$ cat src/fcsf_pkg.sv
package fcsf_pkg;

  localparam int TABLE_ENTRIES = 1024;
  localparam int MAX_PROBES    = 8;
  localparam int COORD_BITS    = 12;

  localparam int IdxW      = $clog2(TABLE_ENTRIES);
  localparam int CntW      = $clog2(MAX_PROBES + 1);
  localparam int EpochW    = 8;
  localparam int ColorW    = 24;
  localparam int CoordW    = 12;
  localparam int FirstW    = 12;
  localparam int EndW      = 13;
  localparam int CfgIdxW   = 1;
  localparam int CfgDataW  = 13;
  localparam int QueueDepth = 2;

  localparam logic [31:0] HashMul = 32'h9E3779B1;
  localparam logic [EpochW-1:0] EpochMax = '1;
  localparam logic [CoordW-1:0] CoordMask =
    (COORD_BITS >= CoordW) ? {CoordW{1'b1}} : CoordW'((1 << COORD_BITS) - 1);

  localparam logic [CfgIdxW-1:0] CFG_BAND_FIRST = 1'b0;
  localparam logic [CfgIdxW-1:0] CFG_BAND_END   = 1'b1;

  typedef enum logic [1:0] {
    KIND_NONE,
    KIND_LEARN,
    KIND_MATCH
  } kind_e;

  typedef enum logic [1:0] {
    BK_IDLE,
    BK_CLEAR,
    BK_START,
    BK_PROBE
  } back_state_e;

  typedef struct packed {
    logic              frame_start;
    kind_e             kind;
    logic [CoordW-1:0] x;
    logic [CoordW-1:0] y;
    logic [ColorW-1:0] color;
    logic [IdxW-1:0]   home;
  } cmd_t;

  typedef struct packed {
    logic [EpochW-1:0] epoch;
    logic [ColorW-1:0] key;
  } entry_t;

endpackage

$ cat src/fcsf_queue.sv
module fcsf_queue
  import fcsf_pkg::*;
(
  input  logic clk_i,
  input  logic rst_ni,
  input  logic push_valid_i,
  input  cmd_t push_cmd_i,
  output logic push_ready_o,
  output logic pop_valid_o,
  output cmd_t pop_cmd_o,
  input  logic pop_i
);

  localparam int PtrW = $clog2(QueueDepth);

  cmd_t                 mem_q [QueueDepth];
  logic [PtrW-1:0]      wr_q, rd_q;
  logic [PtrW:0]        fill_q;
  logic                 do_push, do_pop;

  assign push_ready_o = fill_q != (PtrW+1)'(QueueDepth);
  assign pop_valid_o  = fill_q != '0;
  assign pop_cmd_o    = mem_q[rd_q];
  assign do_push      = push_valid_i && push_ready_o;
  assign do_pop       = pop_i && pop_valid_o;

  always_ff @(posedge clk_i or negedge rst_ni) begin
    if (!rst_ni) begin
      wr_q   <= '0;
      rd_q   <= '0;
      fill_q <= '0;
    end else begin
      if (do_push) begin
        wr_q <= (wr_q == PtrW'(QueueDepth - 1)) ? '0 : wr_q + 1'b1;
      end
      if (do_pop) begin
        rd_q <= (rd_q == PtrW'(QueueDepth - 1)) ? '0 : rd_q + 1'b1;
      end
      if (do_push && !do_pop) begin
        fill_q <= fill_q + 1'b1;
      end else if (do_pop && !do_push) begin
        fill_q <= fill_q - 1'b1;
      end
    end
  end

  always_ff @(posedge clk_i) begin
    if (do_push) begin
      mem_q[wr_q] <= push_cmd_i;
    end
  end

endmodule

$ cat config.mk
export PLATFORM = sky130hd
export DESIGN_NAME = fcsf_queue
export DESIGN_NICKNAME = d
export VERILOG_FILES = /design/src/fcsf_pkg.sv /design/src/fcsf_queue.sv
export SDC_FILE = /design/constraint.sdc
export NUM_CORES = 1
export LEC_CHECK = 0
export ABC_AREA = 1
export BUFFER_PORTS_ARGS = -buffer_cell sky130_fd_sc_hd__buf_4
export CAP_MARGIN = 20
export CORE_MARGIN = 5
export CORE_UTILIZATION = 56
export CTS_CLUSTER_SIZE = 25
export DETAILED_ROUTE_END_ITERATION = 7
export GPL_TIMING_DRIVEN = 1
export PLACE_DENSITY = 0.83
export SLEW_MARGIN = 30
export SYNTH_ARGS = -nofsm -noshare
export SYNTH_HDL_FRONTEND = slang
export SYNTH_SLANG_ARGS = --single-unit
export TNS_END_PERCENT = 10
$ cat constraint.sdc
create_clock -name clk_i -period 11.09 [get_ports clk_i]
set_clock_uncertainty 0.05 [all_clocks]
set_input_delay 0.5545 -clock clk_i [delete_from_list [all_inputs] [get_ports clk_i]]
set_output_delay 0.5545 -clock clk_i [all_outputs]
set_load 0.05 [all_outputs]
# ---- After elaboration in Yosys (flattened, before gate mapping)
# Memory sizes are Yosys's and may differ from the RTL's.
# Index checks and enable logic that the tools add are counted.
dict set report totals {
  memories 1
  in_bits 65
  ramBits 122
  latchBits 0
  regBits 4
  out_inout_bits 63
  rom_bits 0
}
# name depth width rd rd_ports_with_merged_regs write_ports line
set memory_table {}
lappend memory_table {mem_q 2 61 1 0 1 fcsf_queue.sv:16} ;# cmd_t mem_q [QueueDepth];
dict set report op_classes {
  n_div 0
  n_lt_le_gt_ge 0
  n_mul 0
  reduce_logical 8
  n_shift 0
  n_eq_ne 1
  n_addsub 4
  bitwise_logic 0
  n_mux 6
}
# operator n
set ops {}
lappend ops {{1-bit logical AND} 4}
lappend ops {{1-bit 2-to-1 mux} 4}
lappend ops {{2-bit 2-to-1 mux} 2}
lappend ops {{2-bit nonzero test} 2}
lappend ops {{1-bit adder, second input constant} 2}
lappend ops {{2-bit by 1-bit adder with 2-bit output, second input constant} 1}
lappend ops {{1-bit logical NOT} 2}
lappend ops {{2-bit != test, second input constant} 1}
lappend ops {{2-bit by 1-bit subtractor with 2-bit output, second input constant} 1}

# ---- Depth between registers and ports, before layout
dict set report depth {
  depth_word 6
  depth_mapped 10
  mapped_depth_nobuf 10
}

# ---- Least setup slack after synthesis
# Ideal clock, no wire load.
dict set report synth_path {
  path_type {reg-to-reg}
  from {reg fill_q[0]}
  to {mem mem_q[0][0] in the netlist's numbering, enable pin}
  path_stages_with_launch 5
  synth_period_minus_slack_ns 4.047
  setup_slack_ns 7.043
  t_arrival_ns 3.517
  path_buffers 0
  path_cell_list {dfrtp_1 inv_1 nand2_1 nand2_2 nor2_1}
}
dict set report synth_via {
  elab_chain_len 4
}
# element line
set synth_rtl {}
lappend synth_rtl {{from (decl)} fcsf_queue.sv:18} ;# logic [PtrW:0] fill_q;
lappend synth_rtl {{from (signal assigned)} fcsf_queue.sv:40} ;# fill_q <= fill_q + 1'b1;
lappend synth_rtl {{from (signal assigned)} fcsf_queue.sv:42} ;# fill_q <= fill_q - 1'b1;
lappend synth_rtl {{2-bit != test} fcsf_queue.sv:21} ;# assign push_ready_o = fill_q != (PtrW+1)'(QueueDepth);
lappend synth_rtl {{named net push_ready_o} fcsf_queue.sv:8} ;# output logic push_ready_o,
lappend synth_rtl {{1-bit logical AND} fcsf_queue.sv:24} ;# assign do_push = push_valid_i && push_ready_o;
lappend synth_rtl {{1-bit 2-to-1 mux} fcsf_queue.sv:48} ;# if (do_push) begin
lappend synth_rtl {{1-bit 2-to-1 mux (not written as such)} fcsf_queue.sv:49} ;# mem_q[wr_q] <= push_cmd_i;
lappend synth_rtl {{to (decl)} fcsf_queue.sv:16}
# The timed path passes the listed nets, and every way through them passes these cells.

==> results.sh <==
export IMPL_drt_total_wl_um=9730
export IMPL_synthFlopType="edfxtp_1"
export IMPL_worstPathMaxFanout=63
export IMPL_viasPerCell=4.96
export IMPL_cp_top_family="flip-flops"
export IMPL_worst_path_most_repeated_cell="nand2_1"
export IMPL_yosys_area_top_type="edfxtp_1"
export IMPL_synth_common_cells="192 x nand2_1, 122 x edfxtp_1, 7 x buf_6"
export IMPL_place_hpwl_um=5970
export IMPL_power_leakage_nw=2.71
export IMPL_hold_viol=0
export IMPL_yosysWarnings=0
export IMPL_ys_ff_latch=126
export IMPL_power_frac_seq=0.334
export IMPL_stdcell_area_um2=6280
export IMPL_clkPwrFrac=0.244
export IMPL_yosysMostFrequentCell="nand2_1"
export IMPL_cts_sinks=126
export IMPL_grt_pass1_vias=3027
export IMPL_maxSlewViolCount=0
export IMPL_peakVddDrop_v=0.000231
export IMPL_core_um2=8220
export IMPL_synth_cell_types=14
export IMPL_place_area_um2=5690
export IMPL_netlist_area_um2=4700
export IMPL_area_delta_synth_final_pct=33.7
export IMPL_timing_hold_ws_ns=0.182
export IMPL_synth_seq_area_share=0.801
export IMPL_rrSetupSlack_ns=8.70
export IMPL_path_cells="inv_6 -> nand2_1 -> nand2_1 -> buf_4"
export IMPL_syn_avg_cell_area_um2=13.5
export IMPL_cp_start_kind="flip-flop"
export IMPL_combinationalPowerShare=0.422
export IMPL_synth_enable_flop_cells=122
export IMPL_crit_slowest_cell="dfrtp_4"
export IMPL_timing_slew_headroom=0.446
export IMPL_grt_overflow_total=0
export IMPL_antennaDiodeCount=0
export IMPL_via_count=2979
export IMPL_wl_per_cell_um=16.2
export IMPL_slowest_delay_ns=0.88
export IMPL_drc=0
export IMPL_post_cts_buffers=0
export IMPL_die_w_um=102
export IMPL_final_core_util=0.764
export IMPL_end_kind="output pin"
export IMPL_cts_tree="built"
export IMPL_rows=33
export IMPL_grt_util_all_layers=0.195
export IMPL_start_util=0.572
export IMPL_hp_class="in2reg"
export IMPL_grt_pass1_wl_um=14900
export IMPL_clock_latency_ns=0.49
export IMPL_nets=549
export IMPL_io_pins=128
export IMPL_rsz0062_at_grt="false"
export IMPL_setup_tns_ns=0
export IMPL_p_switching_mw=0.939
export IMPL_min_period_ns=2.84
export IMPL_p_int_mw=1.21
export IMPL_setup_violations=0
export IMPL_cts_made_buffers=17
export IMPL_period_share=0.256
export IMPL_clockRootBuffer="clkbuf_8"
export IMPL_gp_congestion=0.721
export IMPL_yosys_area_top_type_share=0.780
export IMPL_arrival_ns=2.23
export IMPL_antenna_found_initial=0
export IMPL_drive_gt1_frac=0.333
export IMPL_worst_pin_slew_ns=0.828
export IMPL_swShare=0.437
export IMPL_grt_max_degree=64
export IMPL_dieHeight_um=102
export IMPL_async_flop_share=0.0317
export IMPL_path_buf_inv=2
export IMPL_antenna_left=0
export IMPL_cts_buffer_depth=2
export IMPL_critPathRequiredTime_ns=10.49
export IMPL_yosys_top_cells_area="edfxtp_1 78%, nand2_1 15%, dfrtp_1 2.1%"
export IMPL_synthCells=347
export IMPL_fin_ws_ns=8.25
export IMPL_status="complete, no violations"
export IMPL_dieArea_um2=10300
export IMPL_first_iter_violations=166
export IMPL_dp_slack_ns=8.65
export IMPL_crit_type="reg2out"
export IMPL_firstDrtPassIters=5
export IMPL_cts_htree_levels=4
export IMPL_fmax_mhz=353
export IMPL_io_buffer_count=127
export IMPL_maxCapViolCount=0
export IMPL_cts_clk_slew_worst_paths_ns=0.06
export IMPL_p_per_area_nw_per_um2=342
export IMPL_syn_nets=413
registers in the layout, indices dropped and copies added, names as in the netlist:
name	count
rd_q	1
wr_q	1
fill_q	2
mem_q	122
layout make-up:
cell class	count	area [um2]
clock inverters	14	159
well taps	105	131
inverters	7	31.3
clock buffers	18	418
flip-flops and latches	126	3770
fillers	501	1940
repair buffers	130	978
multi-input cells	201	796
power groups by stage:
| stage | registers [mW] | logic [mW] | clock network, mW |
|---|---|---|---|
| 6_report | 0.718 | 0.905 | 0.524 |
| 5_1_grt | 0.727 | 0.959 | 0.559 |
| 4_1_cts | 0.718 | 0.914 | 0.533 |
| 3_5_place_dp | 0.726 | 0.908 | 0 |
| 3_3_place_gp | 0.720 | 0.897 | 0 |
| 2_1_floorplan | 0.691 | 0.690 | 0 |
through the flow:
step	total power [mW]	instances
3_5_place_dp	1.63	568
5_1_grt	2.25	601
4_1_cts	2.17	601
6_report	2.15	601
3_3_place_gp	1.62	568
2_1_floorplan	1.38	347
cells in the final DEF, fill, tap and decap left out:
cell,netlist,final
nand2_1,192,192
buf_4,6,129
edfxtp_1,122,122
clkbuf_16,0,16
inv_6,1,6
inv_1,6,6
clkinv_4,0,4
dfrtp_1,4,3
nor2_4,0,2
nand3_1,2,2
clkinvlp_4,0,2
bufinv_16,0,2
nand2_2,1,1
xnor2_1,1,1
xor2_1,1,1
nand4_1,1,1
ha_1,1,1
clkbuf_8,0,1
clkbuf_1,0,1
clkinv_2,0,1
dlygate4sd3_1,0,1
dfrtp_4,0,1
repair_timing:
item,CTS,global route
hold buffers,1,0
resized for setup,0,0
hold endpoints to repair,4,0
worst paths after layout:
check	start	to	depth (start not counted)
min	push_cmd_i[51]	mem_q[0][51]$_DFFE_PP_	1
min in group asynchronous	rst_ni	rd_q$_DFFE_PN0P_	2
max	rd_q$_DFFE_PN0P_	pop_cmd_o[4]	4
min reg2reg	fill_q[1]$_DFFE_PN0P_	fill_q[1]$_DFFE_PN0P_	2
max in group asynchronous	rst_ni	rd_q$_DFFE_PN0P_	2
max reg2reg	fill_q[0]$_DFFE_PN0P_	mem_q[0][19]$_DFFE_PP_	5
cells by family (layout without fill, tap and decap cells):
family / Yosys count / count (layout) / share of synthesized area
xor gates and xnor gates: 2 / 2 / 0.00373
DFF: 126 / 126 / 0.801
adders and majority gates: 1 / 1 / 0.00266
and+or+nand+nor: 198 / 198 / 0.160
buffers and inverters: 20 / 169 / 0.0330
worst reg2reg max path, delay by kind of cell, from the launching register on:
family                 cells  cell delay, ns
buffers and inverters      2            0.64
DFF                        1            0.40
and+or+nand+nor            3            0.93
metal layers:
layer | track usage | up-vias | part of all wire
met5 | 0 | - | 0
met1 | 0.219 | 1388 | 0.37
met2 | 0.339 | 136 | 0.53
met3 | 0.0654 | 12 | 0.086
li1 | - | 1443 | -
met4 | 0.0818 | 0 | 0.013
Note: power is estimated with default switching activity, not from simulation.
