<file path="src/fcsf_pkg.sv">
package fcsf_pkg;

  localparam int TABLE_ENTRIES = 1024;
  localparam int MAX_PROBES    = 8;
  localparam int COORD_BITS    = 12;

  localparam int IdxW      = $clog2(TABLE_ENTRIES);
  localparam int CntW      = $clog2(MAX_PROBES + 1);
  localparam int EpochW    = 8;
  localparam int ColorW    = 24;
  localparam int CoordW    = 12;
  localparam int FirstW    = 12;
  localparam int EndW      = 13;
  localparam int CfgIdxW   = 1;
  localparam int CfgDataW  = 13;
  localparam int QueueDepth = 2;

  localparam logic [31:0] HashMul = 32'h9E3779B1;
  localparam logic [EpochW-1:0] EpochMax = '1;
  localparam logic [CoordW-1:0] CoordMask =
    (COORD_BITS >= CoordW) ? {CoordW{1'b1}} : CoordW'((1 << COORD_BITS) - 1);

  localparam logic [CfgIdxW-1:0] CFG_BAND_FIRST = 1'b0;
  localparam logic [CfgIdxW-1:0] CFG_BAND_END   = 1'b1;

  typedef enum logic [1:0] {
    KIND_NONE,
    KIND_LEARN,
    KIND_MATCH
  } kind_e;

  typedef enum logic [1:0] {
    BK_IDLE,
    BK_CLEAR,
    BK_START,
    BK_PROBE
  } back_state_e;

  typedef struct packed {
    logic              frame_start;
    kind_e             kind;
    logic [CoordW-1:0] x;
    logic [CoordW-1:0] y;
    logic [ColorW-1:0] color;
    logic [IdxW-1:0]   home;
  } cmd_t;

  typedef struct packed {
    logic [EpochW-1:0] epoch;
    logic [ColorW-1:0] key;
  } entry_t;

endpackage

</file>
<file path="src/fcsf_in_if.sv">
interface fcsf_in_if;
  logic        valid;
  logic        ready;
  logic        frame_start;
  logic [11:0] pixel_x;
  logic [11:0] pixel_y;
  logic [7:0]  red;
  logic [7:0]  green;
  logic [7:0]  blue;

  modport source (output valid, frame_start, pixel_x, pixel_y, red, green, blue,
                  input ready);
  modport sink   (input valid, frame_start, pixel_x, pixel_y, red, green, blue,
                  output ready);
endinterface

</file>
<file path="src/fcsf_front.sv">
module fcsf_front
  import fcsf_pkg::*;
(
  input  logic                clk_i,
  input  logic                rst_ni,
  input  logic                cfg_we_i,
  input  logic [CfgIdxW-1:0]  cfg_idx_i,
  input  logic [CfgDataW-1:0] cfg_data_i,
  fcsf_in_if.sink             pixel_i,
  output logic                push_valid_o,
  output cmd_t                push_cmd_o,
  input  logic                push_ready_i
);

  logic [FirstW-1:0] first_q;
  logic [EndW-1:0]   end_q;
  logic              s1_valid_q, s1_valid_d;
  cmd_t              s1_q, s1_d;
  logic              accept, push, keep;
  logic [CoordW-1:0] x_m, y_m;
  logic [ColorW-1:0] color;
  logic [31:0]       prod;

  always_ff @(posedge clk_i or negedge rst_ni) begin
    if (!rst_ni) begin
      first_q <= '0;
      end_q   <= '0;
    end else if (cfg_we_i) begin
      case (cfg_idx_i)
        CFG_BAND_FIRST: first_q <= cfg_data_i[FirstW-1:0];
        CFG_BAND_END:   end_q   <= cfg_data_i[EndW-1:0];
        default: ;
      endcase
    end
  end

  assign push          = s1_valid_q && push_ready_i;
  assign accept        = pixel_i.valid && pixel_i.ready;
  assign pixel_i.ready = !s1_valid_q || push;

  always_comb begin
    x_m   = pixel_i.pixel_x & CoordMask;
    y_m   = pixel_i.pixel_y & CoordMask;
    color = {pixel_i.red, pixel_i.green, pixel_i.blue};
    s1_d  = s1_q;
    s1_d.frame_start = pixel_i.frame_start;
    s1_d.x     = x_m;
    s1_d.y     = y_m;
    s1_d.color = color;
    s1_d.home  = '0;
    if (color == '0) begin
      s1_d.kind = KIND_NONE;
    end else if ({1'b0, y_m} >= {1'b0, first_q} && {1'b0, y_m} < end_q) begin
      s1_d.kind = KIND_LEARN;
    end else if ({1'b0, y_m} < {1'b0, first_q}) begin
      s1_d.kind = KIND_MATCH;
    end else begin
      s1_d.kind = KIND_NONE;
    end
    // Items that neither clear nor can produce a result are dropped here.
    keep = pixel_i.frame_start || (s1_d.kind != KIND_NONE);
    if (accept) begin
      s1_valid_d = keep;
    end else if (push) begin
      s1_valid_d = 1'b0;
    end else begin
      s1_valid_d = s1_valid_q;
    end
  end

  always_ff @(posedge clk_i or negedge rst_ni) begin
    if (!rst_ni) begin
      s1_valid_q <= 1'b0;
    end else begin
      s1_valid_q <= s1_valid_d;
    end
  end

  always_ff @(posedge clk_i) begin
    if (accept) begin
      s1_q <= s1_d;
    end
  end

  assign prod = 32'({8'd0, s1_q.color} * HashMul);

  always_comb begin
    push_cmd_o      = s1_q;
    push_cmd_o.home = prod[8 +: IdxW];
  end
  assign push_valid_o = s1_valid_q;

endmodule

</file>
<file path="src/flat_wrapper.sv">
// flat-port wrapper written by rule: the top's interface ports become plain ports
module fcsf_front_flat import fcsf_pkg::*;
  (clk_i, rst_ni, cfg_we_i, cfg_idx_i, cfg_data_i, push_valid_o, push_cmd_o, push_ready_i, pixel_i_valid, pixel_i_frame_start, pixel_i_pixel_x, pixel_i_pixel_y, pixel_i_red, pixel_i_green, pixel_i_blue, pixel_i_ready);
  fcsf_in_if pixel_i_i ();
  input  logic clk_i;
  input  logic rst_ni;
  input  logic cfg_we_i;
  input  logic [CfgIdxW-1:0] cfg_idx_i;
  input  logic [CfgDataW-1:0] cfg_data_i;
  output logic push_valid_o;
  output cmd_t push_cmd_o;
  input  logic push_ready_i;
  input wire logic [$bits(pixel_i_i.valid)-1:0] pixel_i_valid;
  input wire logic [$bits(pixel_i_i.frame_start)-1:0] pixel_i_frame_start;
  input wire logic [$bits(pixel_i_i.pixel_x)-1:0] pixel_i_pixel_x;
  input wire logic [$bits(pixel_i_i.pixel_y)-1:0] pixel_i_pixel_y;
  input wire logic [$bits(pixel_i_i.red)-1:0] pixel_i_red;
  input wire logic [$bits(pixel_i_i.green)-1:0] pixel_i_green;
  input wire logic [$bits(pixel_i_i.blue)-1:0] pixel_i_blue;
  output wire logic [$bits(pixel_i_i.ready)-1:0] pixel_i_ready;
  assign pixel_i_i.valid = pixel_i_valid;
  assign pixel_i_i.frame_start = pixel_i_frame_start;
  assign pixel_i_i.pixel_x = pixel_i_pixel_x;
  assign pixel_i_i.pixel_y = pixel_i_pixel_y;
  assign pixel_i_i.red = pixel_i_red;
  assign pixel_i_i.green = pixel_i_green;
  assign pixel_i_i.blue = pixel_i_blue;
  assign pixel_i_ready = pixel_i_i.ready;
  fcsf_front u_core (.clk_i(clk_i), .rst_ni(rst_ni), .cfg_we_i(cfg_we_i), .cfg_idx_i(cfg_idx_i), .cfg_data_i(cfg_data_i), .pixel_i(pixel_i_i), .push_valid_o(push_valid_o), .push_cmd_o(push_cmd_o), .push_ready_i(push_ready_i));
endmodule
</file>
<file path="config.mk">
export PLATFORM = sky130hd
export DESIGN_NAME = fcsf_front_flat
export DESIGN_NICKNAME = d
export VERILOG_FILES = /design/src/fcsf_pkg.sv /design/src/fcsf_in_if.sv /design/src/fcsf_front.sv /design/src/flat_wrapper.sv
export SDC_FILE = /design/constraint.sdc
export NUM_CORES = 1
export LEC_CHECK = 0
export BUFFER_PORTS_ARGS = -buffer_cell sky130_fd_sc_hd__buf_2
export CELL_PAD_IN_SITES_DETAIL_PLACEMENT = 1
export CELL_PAD_IN_SITES_GLOBAL_PLACEMENT = 1
export CORE_MARGIN = 2
export CORE_UTILIZATION = 40
export CTS_CLUSTER_SIZE = 16
export DETAILED_ROUTE_END_ITERATION = 10
export PLACE_DENSITY = 0.88
export SLEW_MARGIN = 20
export SYNTH_ARGS = -nofsm -noshare
export SYNTH_HDL_FRONTEND = slang
export SYNTH_SLANG_ARGS = --single-unit
</file>
<file path="constraint.sdc">
create_clock -name clk_i -period 5.3 [get_ports clk_i]
set_input_delay 0.265 -clock clk_i [delete_from_list [all_inputs] [get_ports clk_i]]
set_output_delay 0.265 -clock clk_i [all_outputs]
set_load 0.01 [all_outputs]
</file>
## Word-level counts from Yosys, hierarchy flattened

Index checks and enable logic that the tools add are counted.

| word-level totals | value |
|---|---|
| flip-flop bits (word level) | 77 |
| input bits | 68 |
| word-level logic and storage cells | 29 |
| output and inout port bits | 63 |

| cells by class | value |
|---|---|
| mux-type cells | 5 |
| $lt $le $gt $ge | 3 |
| bitwise operators | 1 |
| reductions and logical operators | 11 |
| $mul | 1 |

Operators by type and width:

| operator | number |
|---|---|
| $mul 24x32->18 const B | 1 |
| $logic_not 24->1 | 1 |
| $lt 12x13->1 | 1 |
| $ge 12x12->1 | 1 |
| $lt 12x12->1 | 1 |
| $mux 2 | 3 |
| $reduce_and 2->1 | 2 |
| $reduce_bool 2->1 | 2 |
| $logic_and 1x1->1 | 3 |
| $logic_or 1x1->1 | 2 |
| $mux 1 | 2 |
| $logic_not 1->1 | 1 |
| $not 1->1 | 1 |

## Logic depth before layout (Yosys ltp)

| depth | value |
|---|---|
| word-level depth | 7 |
| depth in mapped cells | 18 |
| mapped depth without buffers | 18 |

## Worst setup path after synthesis

No wires, ideal clock.

| path | value |
|---|---|
| kind | reg-to-output |
| start | register u_core.s1_q, in the netlist u_core.push_cmd_o[16] |
| end | output push_cmd_o[8] (netlist name) |
| stages on the path, launching flop included | 18 |
| buffers on the path | 0 |
| required time | 5.035 ns |
| arrival time | 4.501 ns |
| path slack | 0.534 ns |
| cell sequence | edfxtp_1 ha_1 inv_1 fa_1 inv_1 ha_1 inv_1 fa_1 fa_1 fa_1 inv_1 ha_1 and4_1 a211oi_1 o31a_1 inv_1 a21oi_2 xnor2_1 |

RTL lines:

| what | RTL line | RTL |
|---|---|---|
| from (decl) | fcsf_front.sv:18 | `cmd_t s1_q, s1_d;` |
| from (signal assigned) | fcsf_front.sv:81 | `s1_q <= s1_d;` |
| to (decl) | flat_wrapper.sv:11 | `output cmd_t push_cmd_o;` |

==> metrics.yaml <==
outcome:
  status: "completed"
worst_setup_path:
  critical_path.endpoint_type: "primary output"
  r2r_setup_slack_ns: 3.36
  cp.required_ns: 5.04
  crit_type: "reg -> out"
  crit_fanout: 5
  reg2reg_depth: 8
  reg2reg_to: "u_core.push_valid_o$_DFFE_PN0P_"
  r2r_start: "u_core.first_q[9]$_DFFE_PN0P_"
  crit_path_start_kind: "register"
  arrival_ns: 4.97
clock_tree:
  htree_levels: 3
  cts_tree: "done"
  clockRootBuffer: "clkbuf_16"
  clk_pin_slew_ns: 0.06
  clk_path_buf_depth: 2
  numClockSinks: 77
  cts-buffers-inserted: 9
  insertion_delay_ns: 0.34
routing:
  routed-wl-met3_um: 842
  drc: 0
  viasPerCell: 5.006
  wl_mm: 15.59
  post_drt_wl_per_cell_um: 19.39
  met1Wirelength_mm: 5.647
  num_vias: 4025
  ant_nets: 0
  met2_length_mm: 8.684
  drt_iter0_drc: 126
  top_layer_used: "met5"
  firstDrtPassIters: 4
logic_synthesis:
  synthFlopType: "edfxtp_1"
  syn_area_per_cell_um2: 11.80
  synthArstFlopShare_pct: 33.77
  ys_warn_count: 0
  ys_ff_latch: 77
  syn_area_mm2: 0.005464
  synth-seq-area-share_pct: 39.94
  synthCells: 463
  synth-edff-count: 51
  ys_types: 38
  syn_nets: 656
finish:
  utilization_pct: 52.11
  syn2layout_area_growth_pct: 26.79
  final_layout_size_suffix_gt1_share_pct: 31.85
  n_antenna_cell: 0
  layout.nets: 816
  fill_cells: 1445
  fin_area_mm2: 0.006928
place:
  io_buffers: 130
  dp_hpwl_mm: 11.94
  place_area_mm2: 0.006332
  gp_congestion: 0.9704
floorplan:
  die-area_mm2: 0.01461
  start_util_pct: 41.10
  fp.coreArea_mm2: 0.01330
  die_x_um: 120.9
  ios: 131
  fp-row-count: 42
  die_height_um: 120.9
timing:
  slew_headroom_pct: 53.43
  finalSetupViolCount: 0
  worstMarginPinSlew_ns: 0.6985
  finalMaxSlewViolations: 0
  max_freq_mhz: 190.9
  min_period_over_period_pct: 98.86
  worst_hold_slack_ns: 0.1016
  period_minus_slack_ns: 5.239
  skew_ns: 0.01262
  rsz0062_at_grt: "yes"
  hold_viol: 0
pwr:
  ir_worst_vdd_v: 0.0003515
  pwr_density_cell_mw_per_mm2: 528.9
  leakagePower_uw: 0.003393
  power_uw: 3664
min_path:
  min_to: "u_core.push_cmd_o[48]$_DFFE_PP_"
  hp-start: "pixel_i_pixel_x[2]"
  hold_class: "in -> reg"
  min_path_cells: 1
global_route:
  grt.overflow.total: 0
  track_usage_pct: 21.41
  grt_max_degree: 52
  antenna_found_initial: 2
  grt_pass1_wl_mm: 23.69
  grt_pass1_vias: 4593
run:
  maxCapViolCount: 0
[metrics by stage]
stage,TNS [ns],setup slack (ns),std cells
after global routing,-0.2073,-0.1184,804
after floorplan,0,0.5340,463
after CTS,0,0.007264,792
final,0,0.06054,804
after detailed placement,0,0.1622,767
after global placement,0,0.3797,767
[cells by family (layout without fill, tap and decap cells)]
kind of cell	Yosys count	in the layout	synth area share, %
muxes	14	14	2.885
AOI/OAI and AO/OA	52	52	6.251
buffers and inverters	114	279	7.831
and+or+nand+nor	54	54	5.061
xor gates and xnor gates	27	27	4.328
adders and majority gates	125	125	33.71
DFF	77	77	39.94
[cells in the mapped netlist (6+ instances only)]
master / instances / area, um2
mux2_2: 14 / 157.7
xnor2_1: 22 / 192.7
fa_1: 37 / 740.7
a21oi_1: 10 / 50.05
o21ai_0: 14 / 70.07
nand2_1: 16 / 60.06
edfxtp_1: 51 / 1531
inv_1: 111 / 416.7
dfrtp_1: 26 / 650.6
nor2_1: 11 / 41.29
nor4_1: 6 / 37.54
ha_1: 88 / 1101
a21o_1: 10 / 75.07
[metal layers]
metal  vias up  GRT usage [%]
met3        31          4.746
met1      2016          23.41
met2       122          40.48
met4         2          7.195
li1       1854              -
met5         -              0
[cells in the final DEF, fill, tap and decap left out, drive strengths merged, types with 2 or more instances in the layout]
cell    instances
inv           111
nand4           5
nor2b           3
a211oi          2
clkinv          2
edfxtp         51
fa             37
buf           151
o211ai          2
nor2           12
bufinv          3
nand2          16
xor2            5
nor3            3
a21o           10
xnor2          22
o21a            4
nor4            6
o21ai          17
mux2           14
dfrtp          26
nand2b          3
ha             88
a21oi          12
clkbuf         11
[layout make-up]
class / count / area (um2) / area share [%]
clock inverters: 5 / 98.84 / 1.427
inverters: 111 / 416.7 / 6.014
repair buffers: 152 / 822.0 / 11.87
well taps: 176 / 220.2 / 3.179
flip-flops and latches: 77 / 2182 / 31.50
clock buffers: 11 / 232.7 / 3.359
multi-input cells: 272 / 2955 / 42.66
[where the power goes]
group | internal (uW) | total, uW | switching (uW)
sequential | 703 | 731 | 27.8
clock | 458 | 690 | 233
combinational | 1040 | 2240 | 1200
total | 2200 | 3660 | 1460
[worst max path at each step]
stage,slack [ns],from,to,cells past startpoint
2_1_floorplan,0.53,u_core.push_cmd_o[16]$_DFFE_PP_,push_cmd_o[8],17
3_3_place_gp,0.38,u_core.push_cmd_o[16]$_DFFE_PP_,push_cmd_o[8],18
3_5_place_dp,0.16,u_core.push_cmd_o[16]$_DFFE_PP_,push_cmd_o[8],18
4_1_cts,0.007,u_core.push_cmd_o[15]$_DFFE_PP_,push_cmd_o[9],18
5_1_grt,-0.12,u_core.push_cmd_o[12]$_DFFE_PP_,push_cmd_o[8],15
6_report,0.06,u_core.push_cmd_o[12]$_DFFE_PP_,push_cmd_o[8],15
[flip-flops by register name, summed over array words and instances, names as in the netlist]
register	flops
u_core.first_q	12
u_core.end_q	13
u_core.push_cmd_o	51
u_core.push_valid_o	1
[worst max-delay path, cell delays in order (launching register included)]
cell and delay, ns:
edfxtp_1 0.51, fa_1 0.58, fa_1 0.46, fa_1 0.55
inv_1 0.07, fa_1 0.51, fa_1 0.55, inv_1 0.06
ha_4 0.26, a21o_1 0.18, a211oi_2 0.21, o31a_1 0.22
inv_1 0.07, a21oi_2 0.15, xnor2_1 0.12, buf_2 0.14
[repair_timing]
item | CTS | global route
gates resized for setup | 6 | 10
setup buffers | 8 | 12
pin swaps | 2 | 10
setup endpoints to repair | 4 | 4
hold buffers | 1 | 0
endpoints found under the hold margin | 26 | 0
No activity file was read; power rests on OpenSTA's default activity.
